## src/sv/clad_pkg.sv

```systemverilog
`default_nettype none

package clad_pkg;

   localparam int VALUE_W  = 32;
   localparam int CMD_W    = 2;
   localparam int STATUS_W = 2;
   localparam int COUNT_W  = 5;

   localparam logic [CMD_W-1:0] CMD_APPEND = 2'd0;
   localparam logic [CMD_W-1:0] CMD_DELETE = 2'd1;
   localparam logic [CMD_W-1:0] CMD_FIND   = 2'd2;

   localparam logic [STATUS_W-1:0] ST_OK        = 2'd0;
   localparam logic [STATUS_W-1:0] ST_NOT_FOUND = 2'd1;
   localparam logic [STATUS_W-1:0] ST_FULL      = 2'd2;

   typedef struct packed {
      logic [CMD_W-1:0]          command;
      logic signed [VALUE_W-1:0] value;
   } req_type;

   typedef struct packed {
      logic [STATUS_W-1:0]       status;
      logic signed [VALUE_W-1:0] found_value;
      logic [COUNT_W-1:0]        entry_count;
   } rsp_type;

   // broadcast from the sequencer to every cell
   typedef struct packed {
      logic                      compare;
      logic                      update;
      logic                      do_append;
      logic                      do_delete;
      logic signed [VALUE_W-1:0] value;
   } cell_ctrl_type;

endpackage

`default_nettype wire

```

## src/sv/clad_cell.sv

```systemverilog
`default_nettype none

module clad_cell #(
   parameter int INDEX = 0,
   parameter int CNT_W = 5
) (
   input  wire                           clock,
   input  clad_pkg::cell_ctrl_type       ctrl,
   input  wire [CNT_W-1:0]               count,
   input  wire signed [31:0]             next_entry,
   input  wire                           hit_below_in,
   output logic                          hit_below_out,
   output logic signed [31:0]            entry
);
   import clad_pkg::*;

   localparam logic [CNT_W-1:0] MY_INDEX = CNT_W'(INDEX);

   logic signed [VALUE_W-1:0] entry_ff, entry_in;
   logic                      hit_ff, hit_in;
   logic                      valid;
   logic                      shift;

   assign valid = (MY_INDEX < count);

   always_comb begin
      hit_in = hit_ff;
      if (ctrl.compare) begin
         hit_in = valid && (entry_ff == ctrl.value);
      end
   end

   // a match here or in any lower cell pulls the upper neighbor down
   assign hit_below_out = hit_below_in | hit_ff;
   assign shift = ctrl.update & ctrl.do_delete & hit_below_out;

   always_comb begin
      entry_in = entry_ff;
      if (ctrl.update && ctrl.do_append && (count == MY_INDEX)) begin
         entry_in = ctrl.value;
      end else if (shift) begin
         entry_in = next_entry;
      end
   end

   always_ff @(posedge clock) begin
      entry_ff <= entry_in;
      hit_ff   <= hit_in;
   end

   assign entry = entry_ff;

endmodule

`default_nettype wire

```

## src/sv/compacting_list_add_delete_find_core.sv

```systemverilog
`default_nettype none
// An accepted command is registered, then walks the compare and update states;
// rsp_valid and rsp are registered out of the update state. busy stays high
// through the compare cycle (every cell matches its entry in parallel) and the
// update cycle (first-match chain, neighbor shift, append write), so a new command waits for the last.
// Reset clears the count and the sequencer; entry contents are left as is.
// The receiver cannot stall: each result is shown for exactly one cycle.
module compacting_list_add_delete_find_core #(
   parameter int CAPACITY = 16
) (
   input  wire                clock,
   input  wire                reset,
   input  wire                start,
   output logic               busy,
   input  clad_pkg::req_type  req,
   output logic               rsp_valid,
   output clad_pkg::rsp_type  rsp
);
   import clad_pkg::*;

   localparam int CNT_W = $clog2(CAPACITY + 1);
   localparam logic [CNT_W-1:0] CAP_CNT = CNT_W'(CAPACITY);

   typedef enum logic [2:0] {
      S_IDLE = 3'b001,
      S_CMP  = 3'b010,
      S_UPD  = 3'b100
   } state_type;

   state_type state_ff, state_in;
   logic [CNT_W-1:0]          count_ff, count_in;
   logic [CMD_W-1:0]          cmd_ff, cmd_in;
   logic signed [VALUE_W-1:0] value_ff, value_in;
   logic                      rsp_valid_ff, rsp_valid_in;
   rsp_type                   rsp_ff, rsp_in;

   cell_ctrl_type             ctrl;
   logic [CAPACITY:0]         hit_chain;
   logic signed [VALUE_W-1:0] entry_bus [CAPACITY];
   logic                      any_hit;
   logic [CNT_W+COUNT_W-1:0]  count_ext;

   assign busy = (state_ff != S_IDLE);

   assign ctrl.compare   = (state_ff == S_CMP);
   assign ctrl.update    = (state_ff == S_UPD);
   assign ctrl.do_append = (cmd_ff == CMD_APPEND);
   assign ctrl.do_delete = (cmd_ff == CMD_DELETE);
   assign ctrl.value     = value_ff;

   assign hit_chain[0] = 1'b0;

   for (genvar i = 0; i < CAPACITY; i++) begin : g_cell
      logic signed [VALUE_W-1:0] next_entry;
      if (i == CAPACITY - 1) begin : g_last
         assign next_entry = '0;
      end else begin : g_mid
         assign next_entry = entry_bus[i+1];
      end
      clad_cell #(
         .INDEX (i),
         .CNT_W (CNT_W)
      ) u_cell (
         .clock         (clock),
         .ctrl          (ctrl),
         .count         (count_ff),
         .next_entry    (next_entry),
         .hit_below_in  (hit_chain[i]),
         .hit_below_out (hit_chain[i+1]),
         .entry         (entry_bus[i])
      );
   end

   assign any_hit = hit_chain[CAPACITY];

   always_comb begin
      state_in     = state_ff;
      cmd_in       = cmd_ff;
      value_in     = value_ff;
      count_in     = count_ff;
      rsp_valid_in = 1'b0;
      rsp_in       = rsp_ff;
      case (state_ff)
         S_IDLE: begin
            if (start) begin
               cmd_in   = req.command;
               value_in = req.value;
               state_in = S_CMP;
            end
         end
         S_CMP: begin
            state_in = S_UPD;
         end
         S_UPD: begin
            rsp_in.status      = ST_NOT_FOUND;
            rsp_in.found_value = '0;
            case (cmd_ff)
               CMD_APPEND: begin
                  if (count_ff >= CAP_CNT) begin
                     rsp_in.status = ST_FULL;
                  end else begin
                     rsp_in.status = ST_OK;
                     count_in      = count_ff + CNT_W'(1);
                  end
               end
               CMD_DELETE: begin
                  if (any_hit) begin
                     rsp_in.status = ST_OK;
                     count_in      = count_ff - CNT_W'(1);
                  end
               end
               CMD_FIND: begin
                  if (any_hit) begin
                     rsp_in.status      = ST_OK;
                     rsp_in.found_value = value_ff;
                  end
               end
               default: begin
                  rsp_in.status = ST_NOT_FOUND;
               end
            endcase
            rsp_valid_in = 1'b1;
            state_in     = S_IDLE;
         end
         default: begin
            state_in = S_IDLE;
         end
      endcase
      count_ext          = (CNT_W+COUNT_W)'(count_in);
      rsp_in.entry_count = count_ext[COUNT_W-1:0];
   end

   always_ff @(posedge clock) begin
      if (reset) begin
         state_ff     <= S_IDLE;
         count_ff     <= '0;
         rsp_valid_ff <= 1'b0;
      end else begin
         state_ff     <= state_in;
         count_ff     <= count_in;
         rsp_valid_ff <= rsp_valid_in;
      end
      cmd_ff   <= cmd_in;
      value_ff <= value_in;
      rsp_ff   <= rsp_in;
   end

   assign rsp_valid = rsp_valid_ff;
   assign rsp       = rsp_ff;

   a_rsp_after_update: assert property (@(posedge clock) disable iff (reset)
      rsp_valid |-> $past(state_ff == S_UPD))
      else $error("result without an update cycle");

   a_accept_goes_busy: assert property (@(posedge clock) disable iff (reset)
      (start && !busy) |=> (state_ff == S_CMP))
      else $error("accepted command did not start");

   a_count_bound: assert property (@(posedge clock) disable iff (reset)
      count_ff <= CAP_CNT)
      else $error("count above capacity");

   a_count_only_in_update: assert property (@(posedge clock) disable iff (reset)
      (state_ff != S_UPD) |=> $stable(count_ff))
      else $error("count changed outside update");

   a_no_hit_on_empty: assert property (@(posedge clock) disable iff (reset)
      (state_ff == S_UPD && count_ff == '0) |-> !any_hit)
      else $error("match reported on an empty list");

endmodule

`default_nettype wire

```

## config.mk

```make
export PLATFORM = sky130hd
export DESIGN_NAME = compacting_list_add_delete_find_core
export DESIGN_NICKNAME = d
export VERILOG_FILES = /design/src/sv/clad_pkg.sv /design/src/sv/clad_cell.sv /design/src/sv/compacting_list_add_delete_find_core.sv
export SDC_FILE = /design/constraint.sdc
export NUM_CORES = 1
export LEC_CHECK = 0
export BUFFER_PORTS_ARGS = -buffer_cell sky130_fd_sc_hd__buf_2
export CORE_MARGIN = 10
export CORE_UTILIZATION = 55
export CTS_BUF_LIST = sky130_fd_sc_hd__clkbuf_4 sky130_fd_sc_hd__clkbuf_8
export CTS_CLUSTER_DIAMETER = 150
export DETAILED_ROUTE_END_ITERATION = 6
export PLACE_DENSITY_LB_ADDON = 0.12
export SYNTH_ARGS = -nofsm -noshare
export SYNTH_HDL_FRONTEND = slang
export SYNTH_HIERARCHICAL = 1
export SYNTH_SLANG_ARGS = --single-unit
```

## constraint.sdc

```tcl
create_clock -name clock -period 7.5 [get_ports clock]
set_clock_uncertainty 0.05 [all_clocks]
set_input_delay 0.75 -clock clock [delete_from_list [all_inputs] [get_ports clock]]
set_output_delay 0.75 -clock clock [all_outputs]
set_load 0.02 [all_outputs]
```

==> key figures <==
Run status
  – Outcome: complete, no violations

Worst setup path
  – Crit end category: flop
  – Crit Path Max Fanout: 32
  – CP Class: flop to flop
  – Worst path slowest cell: and3b_1
  – CP arrival: 6770 ps
  – Crit-path cells: or2_2 > or2_2 > or2_2 > or2_2 > or2_2 > or2_2 > or2_2 > or2_2 > or2_2 > or2_2 > or2_2 > or2_2 > or2_2 > or2_2 > or2_2 > or2_2 > and3b_1 > and2_1
  – Reg-to-reg setup timing slack: 1120 ps
  – Cell family with most CP delay: simple AND/OR/NAND/NOR gates
  – Worst R2R Path Depth: 18
  – Worst R2R Start: g_cell[0].u_cell/hit_ff
  – Data required time of the critical path: 7890 ps
  – Startpoint types: flop
  – R2R Path End: rsp[5]
  – Largest stage delay, worst path: 580 ps
  – Most used cell, CP: or2_2
  – Buffers and inverters on the worst path: 0

Yosys
  – Synth Flop Type: edfxtp_1
  – Yosys reg bits: 610
  – Cell taking the most area after synthesis: edfxtp_1
  – Most frequent cell after synthesis: edfxtp_1
  – Synth cell types: 69
  – Yosys warns: 6
  – Mapped Cells: 2056
  – Number of synthesized flops with an enable pin: 596
  – Synth Area per Inst: 16.09 um^2
  – Area contributors post-synth: edfxtp_1 (54%), mux2_4 (14%), xor2_1 (11%)
  – Ys async rst share: 0
  – Cell area after synthesis: 33070 um^2
  – Register area share after synthesis: 0.5496
  – Synth cell count leaders: edfxtp_1 (596), xor2_1 (406), mux2_4 (319)
  – Synth top area share: 0.5411

Cells and area
  – Non-filler instance count after layout: 3120
  – Layout cells sized above 1: 0.3721
  – Fin nets: 2302
  – Layout overhead on the synthesized area: 9.102%

Die
  – Core Box Area: 59240 um^2
  – # IOs: 78
  – Die width: 265.2 um
  – Die height: 265.2 um
  – Placement row count: 89
  – Die Footprint: 70340 um^2
  – Starting Density: 0.5583

Global route
  – Total gr overflow: 0
  – First-pass GRT wire length: 123500 um
  – Gr usage total: 0.2315
  – Number of global-route vias before repair: 19140
  – Largest net degree at the start of global routing: 59
  – Initial antenna violation count: 1

Detailed routing
  – DRT iter0 DRCs: 1474
  – Wire length per cell: 26.47 um
  – Via density: 5.819
  – Drt drc: 0
  – Vias: 18150
  – WL final: 82600 um
  – Post-DRT Antenna Nets: 0
  – Drt first pass iters: 5

Timing
  – Final Hold Viols: 0
  – Max-slew headroom: 0.1330
  – F_max: 156.7 MHz
  – Slew @ Worst Pin: 1297 ps
  – Total negative slack: 0 ps
  – Fin. max-slew vios: 0
  – RSZ-0062 raised after global routing: false
  – Endpoints failing setup: 0
  – Final worst path period share: 0.8507
  – Minimum clock period: 6380 ps

Place
  – Port Buffers: 77
  – GPL Wtd Cong: 0.8317
  – Cell Count Post-Placement: 2931
  – Hpwl dp: 52890 um

Clocking
  – CTS tree: built
  – CTS H-tree depth: 3
  – Clk buf depth: 3
  – Root buffer cell: clkbuf_8
  – CTS resizes: 0
  – Hold Buf Count CTS: 0
  – CTS Buf Count: 103
  – Setup bufs post-CTS: 0
  – Sink Count: 610
  – CTS clk-pin slew, worst paths: 70 ps
  – Clock Latency Late Sink: 700 ps

Power and ir drop
  – Leakage: 0.01308 uW
  – Worst vdd ir: 0.1467 mV
  – Pwr dens: 197.4 nW/um^2

Hold path
  – Endpoint with the worst hold slack: value_ff[12]
  – Worst Hold Class: input pin to flop
  – Hold-critical path depth: 1
  – Hold_sp: req[12]

Job
  – Max-Cap Viols: 0
per-stage QoR:
step | setup WS (ps) | hold slack (ps) | area [um^2] | power, uW | utilization
2_1_floorplan | 154.1 | 500.7 | 33190 | 4056 | -
3_3_place_gp | 1160 | 530.2 | 34060 | 4228 | 0.5749
3_5_place_dp | 1117 | 526.4 | 34060 | 4234 | 0.5749
4_1_cts | 1074 | 118.9 | 36080 | 7185 | 0.6090
5_1_grt | 860.4 | 122.0 | 36080 | 7372 | 0.6091
6_report | 1120 | 173.1 | 36080 | 7124 | 0.6091
flip-flops by register name, indices dropped and copies added, names as in the netlist:
signal                count
g_cell.u_cell/hit_ff     16
rsp                      39
state_ff                  3
g_cell.u_cell/entry     512
rsp_valid                 1
value_ff                 32
count_ff                  5
cmd_ff                    2
worst max path at each step:
stage,startpoint,endpoint,slack (ps),cells past startpoint
detailed placement,g_cell[0].u_cell/hit_ff,rsp[33],1120,18
floorplan,state_ff[0],g_cell[10].u_cell/entry[0],150,6
finish,g_cell[0].u_cell/hit_ff,rsp[5],1120,18
global placement,g_cell[0].u_cell/hit_ff,rsp[5],1160,18
CTS,g_cell[0].u_cell/hit_ff,rsp[33],1070,18
global route,g_cell[0].u_cell/hit_ff,rsp[33],860,18
routing by layer:
metal	routed length (um)	global-route usage	part of all wire	up-vias
met5	0	0	0	-
met4	1826	0.06538	0.022	0
met3	4281	0.03801	0.052	134
met2	41040	0.3969	0.50	520
met1	35460	0.2994	0.43	9330
li1	-	-	-	8170
where the power goes:
part	leakage [uW]	internal [uW]	switching, uW
combinational	0.00650	138	307
sequential	0.00550	3710	11.1
clock	0.00108	1600	1360
cell usage in the layout (no fill, tap or decap), types with 9 or more instances in the layout:
| master | synthesis | layout |
|---|---|---|
| edfxtp_1 | 596 | 596 |
| xor2_1 | 406 | 406 |
| mux2_4 | 319 | 319 |
| mux2_2 | 176 | 176 |
| clkbuf_8 | 2 | 111 |
| xnor2_1 | 107 | 107 |
| nor4_1 | 107 | 107 |
| buf_2 | 1 | 77 |
| buf_4 | 0 | 54 |
| nand4_1 | 42 | 42 |
| clkbuf_4 | 0 | 42 |
| and2_1 | 34 | 34 |
| conb_1 | 1 | 33 |
| clkinv_1 | 0 | 21 |
| mux2_1 | 19 | 19 |
| nand3_1 | 18 | 18 |
| or2_2 | 16 | 16 |
| nor3_1 | 15 | 15 |
| nand2_1 | 15 | 14 |
| a31o_2 | 14 | 14 |
| dfxtp_1 | 14 | 11 |
| clkinv_2 | 0 | 10 |
| nor2_1 | 11 | 9 |
logic make-up (layout without fill, tap and decap cells):
group	count (synthesis)	after routing	synth area share
other	1	34	0.0001134
muxes	514	514	0.2112
buffers and inverters	66	324	0.02860
adders and majority gates	2	2	0.0007565
xor gates and xnor gates	513	513	0.1358
and+or+nand+nor	314	314	0.06526
AOI/OAI and AO/OA	36	36	0.008626
DFF	610	610	0.5496
area by class of cell:
class                      instances  area, um^2
fill                            4535       23160
sequential                       610       18180
multi-input combinational       1412       14100
clock buffer                     153        1843
tap                              773       967.2
timing repair buffer             131       790.8
clock inverter                    35       181.4
inverter                           5       18.77
antenna                            1       2.502
No activity file was read; power rests on OpenSTA's default activity.
